## src/sv/lmb_pkg.sv

```systemverilog
// Shared types and constants for the line minimum bracketer.
// Item layouts, result codes, configuration map and register defaults.
// No dependencies; compiled first.
package lmb_pkg;

	localparam int WORD_W     = 32;
	localparam int FRAC_W     = 16;
	localparam int RECIP_W    = 19;
	localparam int COUNT_W    = 16;
	localparam int CFG_IDX_W  = 2;
	localparam int CFG_DATA_W = 19;
	localparam int SLOT_COUNT = 3;

	typedef enum logic [1:0] {
		KIND_EVAL  = 2'd0,
		KIND_FOUND = 2'd1,
		KIND_FAIL  = 2'd2
	} kind_t;

	localparam logic CMD_START = 1'b0;
	localparam logic CMD_VALUE = 1'b1;

	localparam logic SIDE_LEFT  = 1'b0;
	localparam logic SIDE_RIGHT = 1'b1;

	localparam logic [1:0] DIR_NONE  = 2'd0;
	localparam logic [1:0] DIR_LEFT  = 2'd1;
	localparam logic [1:0] DIR_RIGHT = 2'd2;

	localparam logic [CFG_IDX_W-1:0] CFG_GOLDEN_FRACTION   = 2'd0;
	localparam logic [CFG_IDX_W-1:0] CFG_GOLDEN_RECIPROCAL = 2'd1;
	localparam logic [CFG_IDX_W-1:0] CFG_EVAL_LIMIT        = 2'd2;

	localparam logic [FRAC_W-1:0]  GOLDEN_FRACTION_RST   = 16'd25033;
	localparam logic [RECIP_W-1:0] GOLDEN_RECIPROCAL_RST = 19'd171573;
	localparam logic [COUNT_W-1:0] EVAL_LIMIT_RST        = 16'd100;

	typedef struct packed {
		logic [FRAC_W-1:0]  golden_fraction;
		logic [RECIP_W-1:0] golden_reciprocal;
		logic [COUNT_W-1:0] eval_limit;
	} cfg_t;

	// buffer slot held by each bracket position
	typedef struct packed {
		logic [1:0] center;
		logic [1:0] right;
		logic [1:0] left;
	} slot_map_t;

	localparam slot_map_t SLOT_MAP_RST = '{center: 2'd2, right: 2'd1, left: 2'd0};

	typedef struct packed {
		logic                     cmd;
		logic signed [WORD_W-1:0] point_a;
		logic signed [WORD_W-1:0] point_b;
		logic signed [WORD_W-1:0] value_a;
		logic signed [WORD_W-1:0] value_b;
		logic signed [WORD_W-1:0] value_new;
	} in_item_t;

	typedef struct packed {
		kind_t                    kind;
		logic signed [WORD_W-1:0] query_point;
		logic [1:0]               slot;
		logic signed [WORD_W-1:0] lower_point;
		logic signed [WORD_W-1:0] middle_point;
		logic signed [WORD_W-1:0] upper_point;
		logic signed [WORD_W-1:0] lower_value;
		logic signed [WORD_W-1:0] middle_value;
		logic signed [WORD_W-1:0] upper_value;
	} out_item_t;

endpackage

```

## src/sv/lmb_if.sv

```systemverilog
// Valid/ready channels for input items and result items.
// Payload types come from lmb_pkg.
interface lmb_item_if import lmb_pkg::*; ();
	logic     valid;
	logic     ready;
	in_item_t data;

	modport source(output valid, output data, input ready);
	modport sink(input valid, input data, output ready);
endinterface

interface lmb_result_if import lmb_pkg::*; ();
	logic      valid;
	logic      ready;
	out_item_t data;

	modport source(output valid, output data, input ready);
	modport sink(input valid, input data, output ready);
endinterface

```

## src/sv/lmb_cfg_regs.sv

```systemverilog
// Configuration registers: golden fraction, its reciprocal, evaluation limit.
// Uses lmb_pkg for the register map and reset values.
module lmb_cfg_regs import lmb_pkg::*; (
	input  logic                  clk,
	input  logic                  arst_n,
	input  logic                  wr_en,
	input  logic [CFG_IDX_W-1:0]  index,
	input  logic [CFG_DATA_W-1:0] data,
	output cfg_t                  cfg
);

	cfg_t cfg_q;

	always_ff @(posedge clk or negedge arst_n) begin
		if (!arst_n) begin
			cfg_q.golden_fraction   <= GOLDEN_FRACTION_RST;
			cfg_q.golden_reciprocal <= GOLDEN_RECIPROCAL_RST;
			cfg_q.eval_limit        <= EVAL_LIMIT_RST;
		end else if (wr_en) begin
			unique case (index)
				CFG_GOLDEN_FRACTION:   cfg_q.golden_fraction   <= data[FRAC_W-1:0];
				CFG_GOLDEN_RECIPROCAL: cfg_q.golden_reciprocal <= data[RECIP_W-1:0];
				CFG_EVAL_LIMIT:        cfg_q.eval_limit        <= data[COUNT_W-1:0];
				default: ;
			endcase
		end
	end

	assign cfg = cfg_q;

endmodule

```

## src/sv/lmb_step_point.sv

```systemverilog
// Scaled step: base +/- floor((x - y) * coef / 2^16), saturated to 32 bits.
// Combinational; one 33x20 signed multiply. Uses lmb_pkg widths.
module lmb_step_point import lmb_pkg::*; (
	input  logic signed [WORD_W-1:0] base,
	input  logic signed [WORD_W-1:0] x,
	input  logic signed [WORD_W-1:0] y,
	input  logic [RECIP_W-1:0]       coef,
	input  logic                     minus,
	output logic signed [WORD_W-1:0] point
);

	localparam int DIFF_W = WORD_W + 1;
	localparam int PROD_W = DIFF_W + RECIP_W + 1;
	localparam int SUM_W  = PROD_W - FRAC_W + 1;

	logic signed [DIFF_W-1:0]  diff;
	logic signed [RECIP_W:0]   coef_s;
	logic signed [PROD_W-1:0]  prod;
	logic signed [SUM_W-1:0]   base_x;
	logic signed [SUM_W-1:0]   step_x;
	logic signed [SUM_W-1:0]   sum;

	localparam logic signed [SUM_W-1:0] MAX_X = SUM_W'(2147483647);
	localparam logic signed [SUM_W-1:0] MIN_X = -SUM_W'(64'sd2147483648);

	always_comb begin
		diff   = DIFF_W'(x) - DIFF_W'(y);
		coef_s = $signed({1'b0, coef});
		prod   = diff * coef_s;
		// dropping the low bits of a two's complement product floors it
		base_x = SUM_W'(base);
		step_x = SUM_W'($signed(prod[PROD_W-1:FRAC_W]));
		sum    = minus ? (base_x - step_x) : (base_x + step_x);
		if (sum > MAX_X)
			point = MAX_X[WORD_W-1:0];
		else if (sum < MIN_X)
			point = MIN_X[WORD_W-1:0];
		else
			point = sum[WORD_W-1:0];
	end

endmodule

```

## src/sv/lmb_search_ctrl.sv

```systemverilog
// Bracketing state and single-pass decision logic for one item.
// Holds points, values, slot map and counters; uses lmb_step_point, lmb_pkg.
module lmb_search_ctrl import lmb_pkg::*; (
	input  logic      clk,
	input  logic      arst_n,
	input  logic      fire,
	input  in_item_t  item,
	input  cfg_t      cfg,
	output logic      has_result,
	output out_item_t res
);

	typedef enum logic [2:0] {
		MV_START_LEFT,
		MV_START_RIGHT,
		MV_SHIFT_RIGHT,
		MV_EXT_RIGHT_G,
		MV_SHIFT_LEFT,
		MV_EXT_LEFT_G,
		MV_EQ_LEFT,
		MV_EQ_RIGHT
	} move_t;

	logic signed [WORD_W-1:0] left_point_q, center_point_q, right_point_q;
	logic signed [WORD_W-1:0] left_value_q, center_value_q, right_value_q;
	logic [1:0]               last_dir_q;
	logic [COUNT_W-1:0]       eval_count_q;
	logic                     side_q;
	slot_map_t                slot_map_q;

	logic signed [WORD_W-1:0] lp_n, cp_n, rp_n, lv_n, cv_n, rv_n;
	logic [1:0]               dir_n;
	logic [COUNT_W-1:0]       count_n;
	logic                     side_n;
	slot_map_t                map_n;

	logic signed [WORD_W-1:0] lv, cv, rv;
	logic                     is_start, found, fail;
	logic [COUNT_W:0]         next_count;
	move_t                    move;

	logic signed [WORD_W-1:0] st_base, st_x, st_y, new_point;
	logic [RECIP_W-1:0]       st_coef;
	logic                     st_minus;

	always_comb begin
		is_start   = item.cmd == CMD_START;
		has_result = is_start || (eval_count_q != '0);
		lv         = (side_q == SIDE_LEFT)  ? item.value_new : left_value_q;
		rv         = (side_q == SIDE_RIGHT) ? item.value_new : right_value_q;
		cv         = center_value_q;
		found      = !is_start && (cv < lv) && (cv < rv);
		next_count = {1'b0, eval_count_q} + 1'b1;
		fail       = !is_start && !found && (next_count >= {1'b0, cfg.eval_limit});

		if (is_start)
			move = (item.value_b >= item.value_a) ? MV_START_LEFT : MV_START_RIGHT;
		else if (cv < lv)
			move = (cv > rv) ? MV_SHIFT_RIGHT : MV_EXT_RIGHT_G;
		else if (cv > lv)
			move = MV_SHIFT_LEFT;
		else if (cv < rv)
			move = MV_EXT_LEFT_G;
		else if (cv > rv)
			move = MV_SHIFT_RIGHT;
		else
			move = (last_dir_q == DIR_RIGHT) ? MV_EQ_LEFT : MV_EQ_RIGHT;
	end

	always_comb begin
		st_x     = right_point_q;
		st_y     = left_point_q;
		st_base  = right_point_q;
		st_coef  = cfg.golden_reciprocal;
		st_minus = 1'b0;
		case (move)
			MV_START_LEFT: begin
				st_base = item.point_b; st_x = item.point_b; st_y = item.point_a;
				st_minus = 1'b1;
			end
			MV_START_RIGHT: begin
				st_base = item.point_a; st_x = item.point_b; st_y = item.point_a;
			end
			MV_SHIFT_RIGHT: begin
				st_base = center_point_q; st_x = right_point_q; st_y = center_point_q;
			end
			MV_EXT_RIGHT_G: begin
				st_coef = RECIP_W'(cfg.golden_fraction);
			end
			MV_SHIFT_LEFT: begin
				st_base = center_point_q; st_x = center_point_q; st_y = left_point_q;
				st_minus = 1'b1;
			end
			MV_EXT_LEFT_G: begin
				st_base = left_point_q; st_coef = RECIP_W'(cfg.golden_fraction);
				st_minus = 1'b1;
			end
			MV_EQ_LEFT: begin
				st_base = left_point_q; st_minus = 1'b1;
			end
			default: ;
		endcase
	end

	lmb_step_point u_step (
		.base  (st_base),
		.x     (st_x),
		.y     (st_y),
		.coef  (st_coef),
		.minus (st_minus),
		.point (new_point)
	);

	always_comb begin
		lp_n    = left_point_q;
		cp_n    = center_point_q;
		rp_n    = right_point_q;
		lv_n    = lv;
		cv_n    = cv;
		rv_n    = rv;
		dir_n   = last_dir_q;
		count_n = next_count[COUNT_W-1:0];
		side_n  = side_q;
		map_n   = slot_map_q;

		if (is_start) begin
			lp_n    = item.point_a;
			rp_n    = item.point_b;
			lv_n    = item.value_a;
			rv_n    = item.value_b;
			dir_n   = DIR_NONE;
			count_n = COUNT_W'(1);
		end else if (found || fail) begin
			count_n = '0;
		end

		if (!found && !fail) begin
			case (move)
				MV_START_LEFT: begin
					cp_n = item.point_a; cv_n = item.value_a; lp_n = new_point;
					map_n = '{center: SLOT_MAP_RST.left, right: SLOT_MAP_RST.right,
						left: SLOT_MAP_RST.center};
					side_n = SIDE_LEFT;
				end
				MV_START_RIGHT: begin
					cp_n = item.point_b; cv_n = item.value_b; rp_n = new_point;
					map_n = '{center: SLOT_MAP_RST.right, right: SLOT_MAP_RST.center,
						left: SLOT_MAP_RST.left};
					side_n = SIDE_RIGHT;
				end
				MV_SHIFT_RIGHT: begin
					lp_n = center_point_q; lv_n = cv;
					cp_n = right_point_q;  cv_n = rv;
					rp_n = new_point;
					map_n = '{center: slot_map_q.right, right: slot_map_q.left,
						left: slot_map_q.center};
					side_n = SIDE_RIGHT;
				end
				MV_EXT_RIGHT_G: begin
					rp_n = new_point; dir_n = DIR_LEFT; side_n = SIDE_RIGHT;
				end
				MV_SHIFT_LEFT: begin
					rp_n = center_point_q; rv_n = cv;
					cp_n = left_point_q;   cv_n = lv;
					lp_n = new_point;
					map_n = '{center: slot_map_q.left, right: slot_map_q.center,
						left: slot_map_q.right};
					side_n = SIDE_LEFT;
				end
				MV_EXT_LEFT_G: begin
					lp_n = new_point; dir_n = DIR_RIGHT; side_n = SIDE_LEFT;
				end
				MV_EQ_LEFT: begin
					lp_n = new_point; dir_n = DIR_LEFT; side_n = SIDE_LEFT;
				end
				MV_EQ_RIGHT: begin
					rp_n = new_point; dir_n = DIR_RIGHT; side_n = SIDE_RIGHT;
				end
				default: ;
			endcase
		end
	end

	always_comb begin
		res = '0;
		if (found) begin
			res.kind         = KIND_FOUND;
			res.slot         = slot_map_q.center;
			res.lower_point  = left_point_q;
			res.middle_point = center_point_q;
			res.upper_point  = right_point_q;
			res.lower_value  = lv;
			res.middle_value = cv;
			res.upper_value  = rv;
		end else if (fail) begin
			res.kind = KIND_FAIL;
		end else begin
			res.kind        = KIND_EVAL;
			res.query_point = new_point;
			res.slot        = (side_n == SIDE_LEFT) ? map_n.left : map_n.right;
		end
	end

	always_ff @(posedge clk or negedge arst_n) begin
		if (!arst_n) begin
			last_dir_q   <= DIR_NONE;
			eval_count_q <= '0;
			side_q       <= SIDE_LEFT;
			slot_map_q   <= SLOT_MAP_RST;
		end else if (fire && has_result) begin
			last_dir_q   <= dir_n;
			eval_count_q <= count_n;
			side_q       <= side_n;
			slot_map_q   <= map_n;
		end
	end

	always_ff @(posedge clk) begin
		if (fire && has_result) begin
			left_point_q   <= lp_n;
			center_point_q <= cp_n;
			right_point_q  <= rp_n;
			left_value_q   <= lv_n;
			center_value_q <= cv_n;
			right_value_q  <= rv_n;
		end
	end

	a_slot_map_perm: assert property (@(posedge clk) disable iff (!arst_n)
		slot_map_q.left < SLOT_COUNT && slot_map_q.right < SLOT_COUNT &&
		slot_map_q.center < SLOT_COUNT && slot_map_q.left != slot_map_q.right &&
		slot_map_q.left != slot_map_q.center && slot_map_q.right != slot_map_q.center)
		else $error("slot map is not a permutation");

	a_end_goes_idle: assert property (@(posedge clk) disable iff (!arst_n)
		fire && has_result && res.kind != KIND_EVAL |=> eval_count_q == '0)
		else $error("search still active after bracket or failure");

	a_request_busy: assert property (@(posedge clk) disable iff (!arst_n)
		fire && has_result && res.kind == KIND_EVAL |=> eval_count_q != '0)
		else $error("evaluation request issued but search idle");

endmodule

```

## src/sv/line_minimum_bracketer.sv

```systemverilog
// Line minimum bracketer: golden-ratio expansion until a minimum is enclosed.
// Result items are registered from the input register as their items advance.
// One item per cycle unless a held result stalls; idle value items yield none.
// The input register and result register decouple both sides under stalls.
// Reset (async, active low) clears control state and restores register defaults.
module line_minimum_bracketer import lmb_pkg::*; (
	input  logic                  clk,
	input  logic                  arst_n,
	input  logic                  cfg_wr_en,
	input  logic [CFG_IDX_W-1:0]  cfg_index,
	input  logic [CFG_DATA_W-1:0] cfg_data,
	lmb_item_if.sink              item,
	lmb_result_if.source          result
);

	cfg_t      cfg;
	logic      valid_s1;
	in_item_t  item_s1;
	logic      has_result;
	logic      advance;
	out_item_t res;
	logic      out_valid_q;
	out_item_t out_q;

	lmb_cfg_regs u_cfg (
		.clk    (clk),
		.arst_n (arst_n),
		.wr_en  (cfg_wr_en),
		.index  (cfg_index),
		.data   (cfg_data),
		.cfg    (cfg)
	);

	lmb_search_ctrl u_ctrl (
		.clk        (clk),
		.arst_n     (arst_n),
		.fire       (advance),
		.item       (item_s1),
		.cfg        (cfg),
		.has_result (has_result),
		.res        (res)
	);

	// an item that makes no result leaves without waiting on the output side
	assign advance    = valid_s1 && (!has_result || !out_valid_q || result.ready);
	assign item.ready = !valid_s1 || advance;

	always_ff @(posedge clk or negedge arst_n) begin
		if (!arst_n) begin
			valid_s1    <= 1'b0;
			out_valid_q <= 1'b0;
		end else begin
			if (item.ready)
				valid_s1 <= item.valid;
			if (advance && has_result)
				out_valid_q <= 1'b1;
			else if (result.ready)
				out_valid_q <= 1'b0;
		end
	end

	always_ff @(posedge clk) begin
		if (item.ready && item.valid)
			item_s1 <= item.data;
		if (advance && has_result)
			out_q <= res;
	end

	assign result.valid = out_valid_q;
	assign result.data  = out_q;

	a_s1_holds: assert property (@(posedge clk) disable iff (!arst_n)
		valid_s1 && !advance |=> valid_s1 && $stable(item_s1))
		else $error("pending item lost or overwritten");

	a_result_holds: assert property (@(posedge clk) disable iff (!arst_n)
		result.valid && !result.ready |=> result.valid && $stable(result.data))
		else $error("stalled result item dropped or changed");

	a_empty_accepts: assert property (@(posedge clk) disable iff (!arst_n)
		!valid_s1 |-> item.ready)
		else $error("input register empty but item not accepted");

endmodule

```

## src/flat_wrapper.sv

```systemverilog
// flat-port wrapper written by rule: the top's interface ports become plain ports
module line_minimum_bracketer_flat import lmb_pkg::*;
  (clk, arst_n, cfg_wr_en, cfg_index, cfg_data, item_valid, item_data, item_ready, result_valid, result_data, result_ready);
  lmb_item_if item_i ();
  lmb_result_if result_i ();
  input  logic clk;
  input  logic arst_n;
  input  logic cfg_wr_en;
  input  logic [CFG_IDX_W-1:0] cfg_index;
  input  logic [CFG_DATA_W-1:0] cfg_data;
  input wire logic [$bits(item_i.valid)-1:0] item_valid;
  input wire logic [$bits(item_i.data)-1:0] item_data;
  output wire logic [$bits(item_i.ready)-1:0] item_ready;
  output wire logic [$bits(result_i.valid)-1:0] result_valid;
  output wire logic [$bits(result_i.data)-1:0] result_data;
  input wire logic [$bits(result_i.ready)-1:0] result_ready;
  assign item_i.valid = item_valid;
  assign item_i.data = item_data;
  assign item_ready = item_i.ready;
  assign result_valid = result_i.valid;
  assign result_data = result_i.data;
  assign result_i.ready = result_ready;
  line_minimum_bracketer u_core (.clk(clk), .arst_n(arst_n), .cfg_wr_en(cfg_wr_en), .cfg_index(cfg_index), .cfg_data(cfg_data), .item(item_i), .result(result_i));
endmodule
```

## config.mk

```make
export PLATFORM = sky130hd
export DESIGN_NAME = line_minimum_bracketer_flat
export DESIGN_NICKNAME = d
export VERILOG_FILES = /design/src/sv/lmb_pkg.sv /design/src/sv/lmb_if.sv /design/src/sv/lmb_cfg_regs.sv /design/src/sv/lmb_step_point.sv /design/src/sv/lmb_search_ctrl.sv /design/src/sv/line_minimum_bracketer.sv /design/src/flat_wrapper.sv
export SDC_FILE = /design/constraint.sdc
export NUM_CORES = 2
export LEC_CHECK = 0
export BUFFER_PORTS_ARGS = -buffer_cell sky130_fd_sc_hd__clkbuf_2
export CAP_MARGIN = 40
export CORE_MARGIN = 8
export CORE_UTILIZATION = 38
export DETAILED_ROUTE_END_ITERATION = 10
export MAX_ROUTING_LAYER = met4
export PLACE_DENSITY = 0.6
export SYNTH_ARGS = -nofsm -noshare
export SYNTH_HDL_FRONTEND = slang
export SYNTH_SLANG_ARGS = --single-unit
export TNS_END_PERCENT = 10
```

## constraint.sdc

```tcl
create_clock -name clk -period 21.8 [get_ports clk]
set_input_delay 2.18 -clock clk [delete_from_list [all_inputs] [get_ports clk]]
set_output_delay 2.18 -clock clk [all_outputs]
set_load 0.05 [all_outputs]
```

== Yosys cells after proc, flatten, opt, wreduce, memory -nomap -nowiden ==
Cells that the tools add are included.

* Add/subtract/negate cells: 4
* Multiply operators: 1
* Magnitude comparators: 8
* Eq/ne operators: 10
* Mux-type cells: 47
* Bitwise gates (word level): 1
* Reduce and logical (&&, ||, !) cells: 36

{| class="wikitable"
|+ Operator list
! cell !! number
|-
| 2-to-1 mux 32 bit || 14
|-
| one-hot mux 32 bit (4 select lines) || 3
|-
| one-hot mux 32 bit (2 select lines) || 4
|-
| > comparator 32 bit || 2
|-
| < comparator 32 bit || 2
|-
| multiplier 33 x 20 -> 53 bit || 1
|-
| adder 32 x 37 -> 38 bit || 1
|-
| > comparator 38 x 32 -> 1 bit (second input constant) || 1
|-
| < comparator 38 x 32 -> 1 bit (second input constant) || 1
|-
| 2-to-1 mux 38 bit || 1
|-
| subtractor 32 x 37 -> 38 bit || 1
|-
| subtractor 32 x 32 -> 33 bit || 1
|-
| >= comparator 32 bit || 1
|-
| 2-to-1 mux 16 bit || 2
|-
| one-hot mux 6 bit (4 select lines) || 1
|-
| 2-to-1 mux 19 bit || 1
|-
| adder 16 x 1 -> 17 bit (second input constant) || 1
|-
| >= comparator 17 x 16 -> 1 bit || 1
|-
| nonzero test 16 bit || 1
|-
| 2-to-1 mux 3 bit || 5
|-
| OR reduction 2 bit || 7
|-
| equality test 3 bit (second input constant) || 4
|-
| 2-to-1 mux 2 bit || 6
|-
| logical AND 1 bit || 8
|-
| other kinds (18) || 37
|}

* Register bits after elaboration: 659
* Input bits: 187
* Output and inout bits: 230
* Logic and storage cells: 139

== Logic depth before layout (Yosys ltp) ==
* Depth in word-level cells: 19
* Depth in mapped cells: 84

== Hierarchy ==
Synthesis repeated with hierarchy kept, for this count alone.

* Cells, all modules: 5857
* Area total of the unflattened synthesis: 59942.5 µm²

{| class="wikitable"
|+ Modules (own cells, without submodules)
! module !! instances !! cells each !! area each (µm²) !! sequential area each (µm²)
|-
| lmb_step_point || 1 || 3143 || 27259.9 || 0.0
|-
| lmb_search_ctrl || 1 || 2206 || 18938.2 || 6393.6
|-
| line_minimum_bracketer || 1 || 399 || 11787.6 || 11731.3
|-
| lmb_cfg_regs || 1 || 109 || 1956.9 || 1301.2
|}

== Least setup slack after synthesis ==
Ideal clock, no wire load.

* Path type: register to register
* Start point: reg u_core.u_ctrl.side_q
* End point: reg u_core.out_q (netlist bit u_core.result.data[204]) (data pin)
* Library setup time: 157 ps
* Arrival: 18272 ps
* Data required time: 21643 ps
* Slack: 3371 ps
* Cell stages (with the launch flop): 78
* Period minus slack after synthesis: 18429 ps
* Path through: dfrtp_1 -> clkbuf_1 -> clkbuf_1 -> mux2i_1 -> ha_1 -> nand4_1 -> nor4_2 -> o21ai_0 -> a31o_1 -> a21oi_1 -> nand4_1 -> o21ai_0 -> clkbuf_1 -> nand2_1 -> nor2_1 -> clkbuf_1 -> clkbuf_1 -> a221oi_1 -> (+42 left out) -> ha_1 -> clkbuf_1 -> a21o_1 -> a21o_1 -> a21o_1 -> a21oi_1 -> o21ai_0 -> a21o_1 -> a221o_1 -> o311ai_0 -> o21ai_0 -> o41ai_1 -> xnor2_1 -> nand2_1 -> mux2i_2 -> nand3_2 -> buf_4 -> o21ai_0

* Longest elaborated chain between the ends: 17
* Elaborated cells on any way between the ends: 44
* Classes of those cells: 3 x add/sub; 1 x mul; 6 x order compare; 6 x eq/ne; 16 x mux; 12 x reduce/logical

{| class="wikitable"
|+ Ends and longest elaborated chain
! element !! RTL line !! source
|-
| start: declaration || lmb_search_ctrl.sv:28 || <nowiki>logic side_q;</nowiki>
|-
| start signal: assignment || lmb_search_ctrl.sv:213 || <nowiki>side_q <= side_n;</nowiki>
|-
| 2-to-1 mux 32 bit || lmb_search_ctrl.sv:50 || <nowiki>rv = (side_q == SIDE_RIGHT) ? item.value_new : right_value_q;</nowiki>
|-
| > comparator 32 bit || lmb_search_ctrl.sv:59, lmb_search_ctrl.sv:64 ||
|-
| 2-to-1 mux 3 bit || lmb_search_ctrl.sv:64 || <nowiki>else if (cv > rv)</nowiki>
|-
| 2-to-1 mux 3 bit || lmb_search_ctrl.sv:62 || <nowiki>else if (cv < rv)</nowiki>
|-
| 2-to-1 mux 3 bit || lmb_search_ctrl.sv:60 || <nowiki>else if (cv > lv)</nowiki>
|-
| 2-to-1 mux 3 bit || lmb_search_ctrl.sv:58 || <nowiki>else if (cv < lv)</nowiki>
|-
| 2-to-1 mux 3 bit || lmb_search_ctrl.sv:56 || <nowiki>if (is_start)</nowiki>
|-
| equality test 3 x 1 -> 1 bit / zero test 3 bit (equally long branches) || lmb_search_ctrl.sv:76 || <nowiki>case (move)</nowiki>
|-
| OR reduction 2 bit (no source line) || -- ||
|-
| one-hot mux 32 bit (2 select lines) || lmb_search_ctrl.sv:76 ||
|-
| subtractor 32 x 32 -> 33 bit || lmb_step_point.sv:27 || <nowiki>diff = DIFF_W'(x) - DIFF_W'(y);</nowiki>
|-
| multiplier 33 x 20 -> 53 bit || lmb_step_point.sv:29 || <nowiki>prod = diff * coef_s;</nowiki>
|-
| adder 32 x 37 -> 38 bit / subtractor 32 x 37 -> 38 bit (equally long branches) || lmb_step_point.sv:33 || <nowiki>sum = minus ? (base_x - step_x) : (base_x + step_x);</nowiki>
|-
| 2-to-1 mux 38 bit || lmb_step_point.sv:33 ||
|-
| < comparator 38 x 32 -> 1 bit || lmb_step_point.sv:36 || <nowiki>else if (sum < MIN_X)</nowiki>
|-
| 2-to-1 mux 32 bit || lmb_step_point.sv:36 ||
|-
| 2-to-1 mux 32 bit || lmb_step_point.sv:34 || <nowiki>if (sum > MAX_X)</nowiki>
|-
| end signal: assignment || line_minimum_bracketer.sv:66 || <nowiki>out_q <= res;</nowiki>
|-
| end: declaration || line_minimum_bracketer.sv:23 || <nowiki>out_item_t out_q;</nowiki>
|}

Parallel ways exist; a longest one is shown, timed or not.
A chain may end at the register's enable or synchronous reset.

== Worst setup path in the final report ==
* Start point: reg u_core.u_ctrl.side_q
* End point: reg u_core.u_ctrl.right_point_q[26] (data pin)

* Longest elaborated chain between the ends: 19
* Elaborated cells on any way between the ends: 49
* Classes of those cells: 3 x add/sub; 1 x mul; 6 x order compare; 7 x eq/ne; 18 x mux; 14 x reduce/logical

{| class="wikitable"
|+ Ends and longest elaborated chain
! element !! RTL line !! source
|-
| 2-to-1 mux 32 bit || lmb_search_ctrl.sv:50 ||
|-
| > comparator 32 bit || lmb_search_ctrl.sv:59, lmb_search_ctrl.sv:64 ||
|-
| 2-to-1 mux 3 bit || lmb_search_ctrl.sv:64 ||
|-
| 2-to-1 mux 3 bit || lmb_search_ctrl.sv:62 ||
|-
| 2-to-1 mux 3 bit || lmb_search_ctrl.sv:60 ||
|-
| 2-to-1 mux 3 bit || lmb_search_ctrl.sv:58 ||
|-
| 2-to-1 mux 3 bit || lmb_search_ctrl.sv:56 ||
|-
| equality test 3 x 1 -> 1 bit / zero test 3 bit (equally long branches) || lmb_search_ctrl.sv:76, lmb_search_ctrl.sv:138 ||
|-
| (+4 left out) || -- ||
|-
| adder 32 x 37 -> 38 bit / subtractor 32 x 37 -> 38 bit (equally long branches) || lmb_step_point.sv:33 ||
|-
| 2-to-1 mux 38 bit || lmb_step_point.sv:33 ||
|-
| < comparator 38 x 32 -> 1 bit || lmb_step_point.sv:36 ||
|-
| 2-to-1 mux 32 bit || lmb_step_point.sv:36 ||
|-
| 2-to-1 mux 32 bit || lmb_step_point.sv:34 ||
|-
| one-hot mux 32 bit (2 select lines) || lmb_search_ctrl.sv:138 || <nowiki>case (move)</nowiki>
|-
| 2-to-1 mux 32 bit (*) || lmb_search_ctrl.sv:137 || <nowiki>if (!found && !fail) begin</nowiki>
|-
| named net u_core.u_ctrl.rp_n[26] || lmb_search_ctrl.sv:31 || <nowiki>logic signed [WORD_W-1:0] lp_n, cp_n, rp_n, lv_n, cv_n, rv_n;</nowiki>
|-
| end signal: assignment || lmb_search_ctrl.sv:222 || <nowiki>right_point_q <= rp_n;</nowiki>
|-
| end: declaration || lmb_search_ctrl.sv:24 || <nowiki>logic signed [WORD_W-1:0] left_point_q, center_point_q, right_point_q;</nowiki>
|}

The timed path passes the listed nets; every way through them passes the cells marked *.

==> flow_summary.ini <==
[run_status]
status = completed

[cts]
clockBufferDepth = 3
insertion_delay_ns = 0.74
cts_tree = yes
root_buffer = clkbuf_16
clkTransAtPathRegs_ns = 0.06
htreeDepth = 3
cts.sinks = 659
cts_buffers = 78
hold_buffers = 0
post_cts_buffers = 0
post_cts_resized = 0

[timing]
min_period_over_period_pct = 94.8
tightestPinTransition_ns = 1.13
period_needed_ns = 20.66
max_freq_ghz = 0.0484
tns_ns = 0
finalHoldViolCount = 0
setup_ws_ns = 1.14
grt_setup_unrepaired = false
hold_slack_ns = 0.491
slew_headroom_pct = 24.7
finClkSkew_ns = 0.0912
finalSetupViolCount = 0
report.final.slew_viol_count = 0

[hold_path]
hp-class = reg -> reg

[global_routing]
grt_overflow_total = 0
grt_use_total_pct = 25.9
grt_max_degree = 141
grt_pass1_vias = 48700
antenna_found_initial = 20
grt_pass1_wl_um = 322000

[logic_synthesis]
ys_seq_area_share_pct = 32.5
synth_edf_count = 581
yosysWarnings = 0
syn-num-nets = 7168
synth_top_area_share_pct = 29.2
ys_top_cells_by_area = edfxtp_1, fa_1, ha_1
synth_flop_cell = edfxtp_1
netlist_area_um2 = 59800
synthCells = 6041
synth-seq-cells = 659
synth_async_sr_flop_share_pct = 11.8
synth.avg_cell_area_um2 = 9.90
synth_top_area_cell = edfxtp_1
synth_cell_types = 100

[floorplanning]
num_rows = 145
die_y_um = 413
fp.dieW_um = 413
core_area_um2 = 156000
initial_utilization_pct = 38.3
io_pins = 417
die_area_um2 = 170000

[detailed_routing]
num_vias = 48800
drt_first_pass_iters = 7
ant_nets = 0
drc = 0
post_drt_via_cell_ratio = 5.74
wl_per_cell_um = 25.8
drt_iter0_drc = 5967
wl_um = 220000

[critical_path]
arrival_ns = 21.18
cp-start-kind = flip-flop
rrSetupSlack_ns = 1.14
crit_type = reg -> reg
crit_path_frequent_cell = o21ai_0
critPathRequiredTime_ns = 22.32
cp_slowest_cell = dfrtp_4
slowest_delay_ns = 0.70
worst_setup_path_end_kind = flip-flop
cp_max_fo = 31

[placement]
numPortBuffers = 416
gp_congestion = 0.974
dp_hpwl_um = 169000
place_ws_ns = 0.819

[cells_and_area]
fin_nets = 7505
area_growth_pct = 13.2
final_util_pct = 43.3
nFillCells = 15100
multiInputGateArea_um2 = 36700
regArea_um2 = 19400
final_layout_size_suffix_gt1_share_pct = 14.2

[run]
max-cap-violations = 0
cell families (layout without fill, tap and decap cells):
logic type                 count (synthesis)  after routing  share of synthesized area, %
xor gates and xnor gates                 151            151                          2.21
other                                      0             12                             0
adders and majority gates                940            940                          27.5
DFF                                      659            659                          32.5
muxes                                    185            185                          3.32
buffers and inverters                   1012           1414                          6.49
AOI/OAI and AO/OA                       1296           1296                          14.4
and+or+nand+nor                         1798           1798                          13.6
path summary, 6_finish.rpt:
| path | startpoint | endpoint | cells past startpoint |
|---|---|---|---|
| max in group asynchronous | arst_n | u_core.u_cfg.cfg[20] | 3 |
| min reg2reg | u_core.u_ctrl.last_dir_q[0] | u_core.u_ctrl.last_dir_q[0] | 2 |
| min | u_core.u_ctrl.last_dir_q[0] | u_core.u_ctrl.last_dir_q[0] | 2 |
| max reg2reg | u_core.u_ctrl.side_q | u_core.u_ctrl.right_point_q[26] | 71 |
| min in group asynchronous | arst_n | u_core.u_ctrl.slot_map_q[0] | 1 |
| max | u_core.u_ctrl.side_q | u_core.u_ctrl.right_point_q[26] | 71 |
layer usage:
metal  vias up  GRT usage [%]  wire length, um  share of wire, %
met5         -              -                0                 0
met4         0           9.95             9300               4.2
met3       439           4.39            19700               9.0
met2      2445           40.7           102000                47
met1     24500           33.6            88300                40
li1      21400              -                -                 -
critical path, delay by kind of cell, from the launching register on:
kind	cells	cell delay (ns)
AOI/OAI and AO/OA	34	7.72
and+or+nand+nor	15	3.82
adders and majority gates	11	4.95
xor gates and xnor gates	3	0.73
muxes	2	0.94
buffers and inverters	6	1.53
DFF	1	0.70
cells in the mapped netlist (all sizes together), types with 12 or more instances:
| cell | instances |
|---|---|
| nor2 | 741 |
| inv | 695 |
| fa | 621 |
| edfxtp | 581 |
| nand2 | 496 |
| a21oi | 427 |
| ha | 319 |
| clkbuf | 267 |
| o21ai | 235 |
| and2 | 153 |
| mux2 | 100 |
| nor2b | 100 |
| a21o | 95 |
| xnor2 | 87 |
| mux2i | 85 |
| o211ai | 78 |
| nand3 | 66 |
| xor2 | 64 |
| dfrtp | 56 |
| buf | 50 |
| nor3 | 48 |
| a22oi | 46 |
| a221oi | 45 |
| nand2b | 41 |
| o21a | 40 |
| a221o | 38 |
| nand4 | 38 |
| o221ai | 38 |
| a222oi | 30 |
| a31oi | 30 |
| and3 | 30 |
| a22o | 23 |
| dfstp | 22 |
| a211oi | 21 |
| nor4 | 16 |
| a21boi | 15 |
| or2 | 15 |
| a311oi | 14 |
| o21bai | 14 |
| or3 | 14 |
| a211o | 13 |
| a311o | 12 |
| a32o | 12 |
metrics by stage:
step	std cells	cell area, um^2
final	8513	67700
after global routing	8512	67700
after detailed placement	8356	64800
after global placement	8333	64500
after CTS	8501	67600
after floorplan	6041	59800
cell type report:
type / instances / area share [%]
multi-input combinational: 4370 / 54.3
timing repair buffer: 574 / 5.24
sequential: 659 / 28.7
clock buffer: 90 / 2.97
antenna: 12 / 0.0444
clock inverter: 55 / 1.06
tap: 2058 / 3.81
inverter: 695 / 3.88
cell usage in the layout (no fill, tap or decap), drive strengths merged, types with 16 or more instances in the layout:
master | netlist | routed
a22o | 23 | 23
dfstp | 22 | 22
edfxtp | 581 | 581
a211oi | 21 | 21
a221o | 38 | 38
o21a | 40 | 40
nor3 | 48 | 48
mux2 | 100 | 100
clkinv | 0 | 32
a21o | 95 | 95
xor2 | 64 | 64
a21oi | 427 | 427
o211ai | 78 | 78
and3 | 30 | 30
nor4 | 16 | 16
a222oi | 30 | 30
and2 | 153 | 153
ha | 319 | 319
a22oi | 46 | 46
clkbuf | 267 | 505
nor2 | 741 | 741
xnor2 | 87 | 87
mux2i | 85 | 85
nand2 | 496 | 496
nand3 | 66 | 66
o21ai | 235 | 235
a221oi | 45 | 45
buf | 50 | 159
nand2b | 41 | 41
o221ai | 38 | 38
inv | 695 | 697
nand4 | 38 | 38
nor2b | 100 | 100
dfrtp | 56 | 56
a31oi | 30 | 30
fa | 621 | 621
flip-flops by register name, summed over array words and instances (netlist names), 2 cells and up:
signal / count
u_core.u_ctrl.right_value_q: 32
u_core.u_cfg.cfg: 51
u_core.u_ctrl.left_point_q: 32
u_core.u_ctrl.eval_count_q: 16
u_core.u_ctrl.right_point_q: 32
u_core.result.data: 228
u_core.u_ctrl.center_point_q: 32
u_core.u_ctrl.center_value_q: 32
u_core.item_s1: 161
u_core.u_ctrl.left_value_q: 32
u_core.u_ctrl.last_dir_q: 2
u_core.u_ctrl.slot_map_q: 6
Power is left out: the tool's default activity adds up to more than one toggle a clock period on the data nets, which glitch-free logic cannot reach.
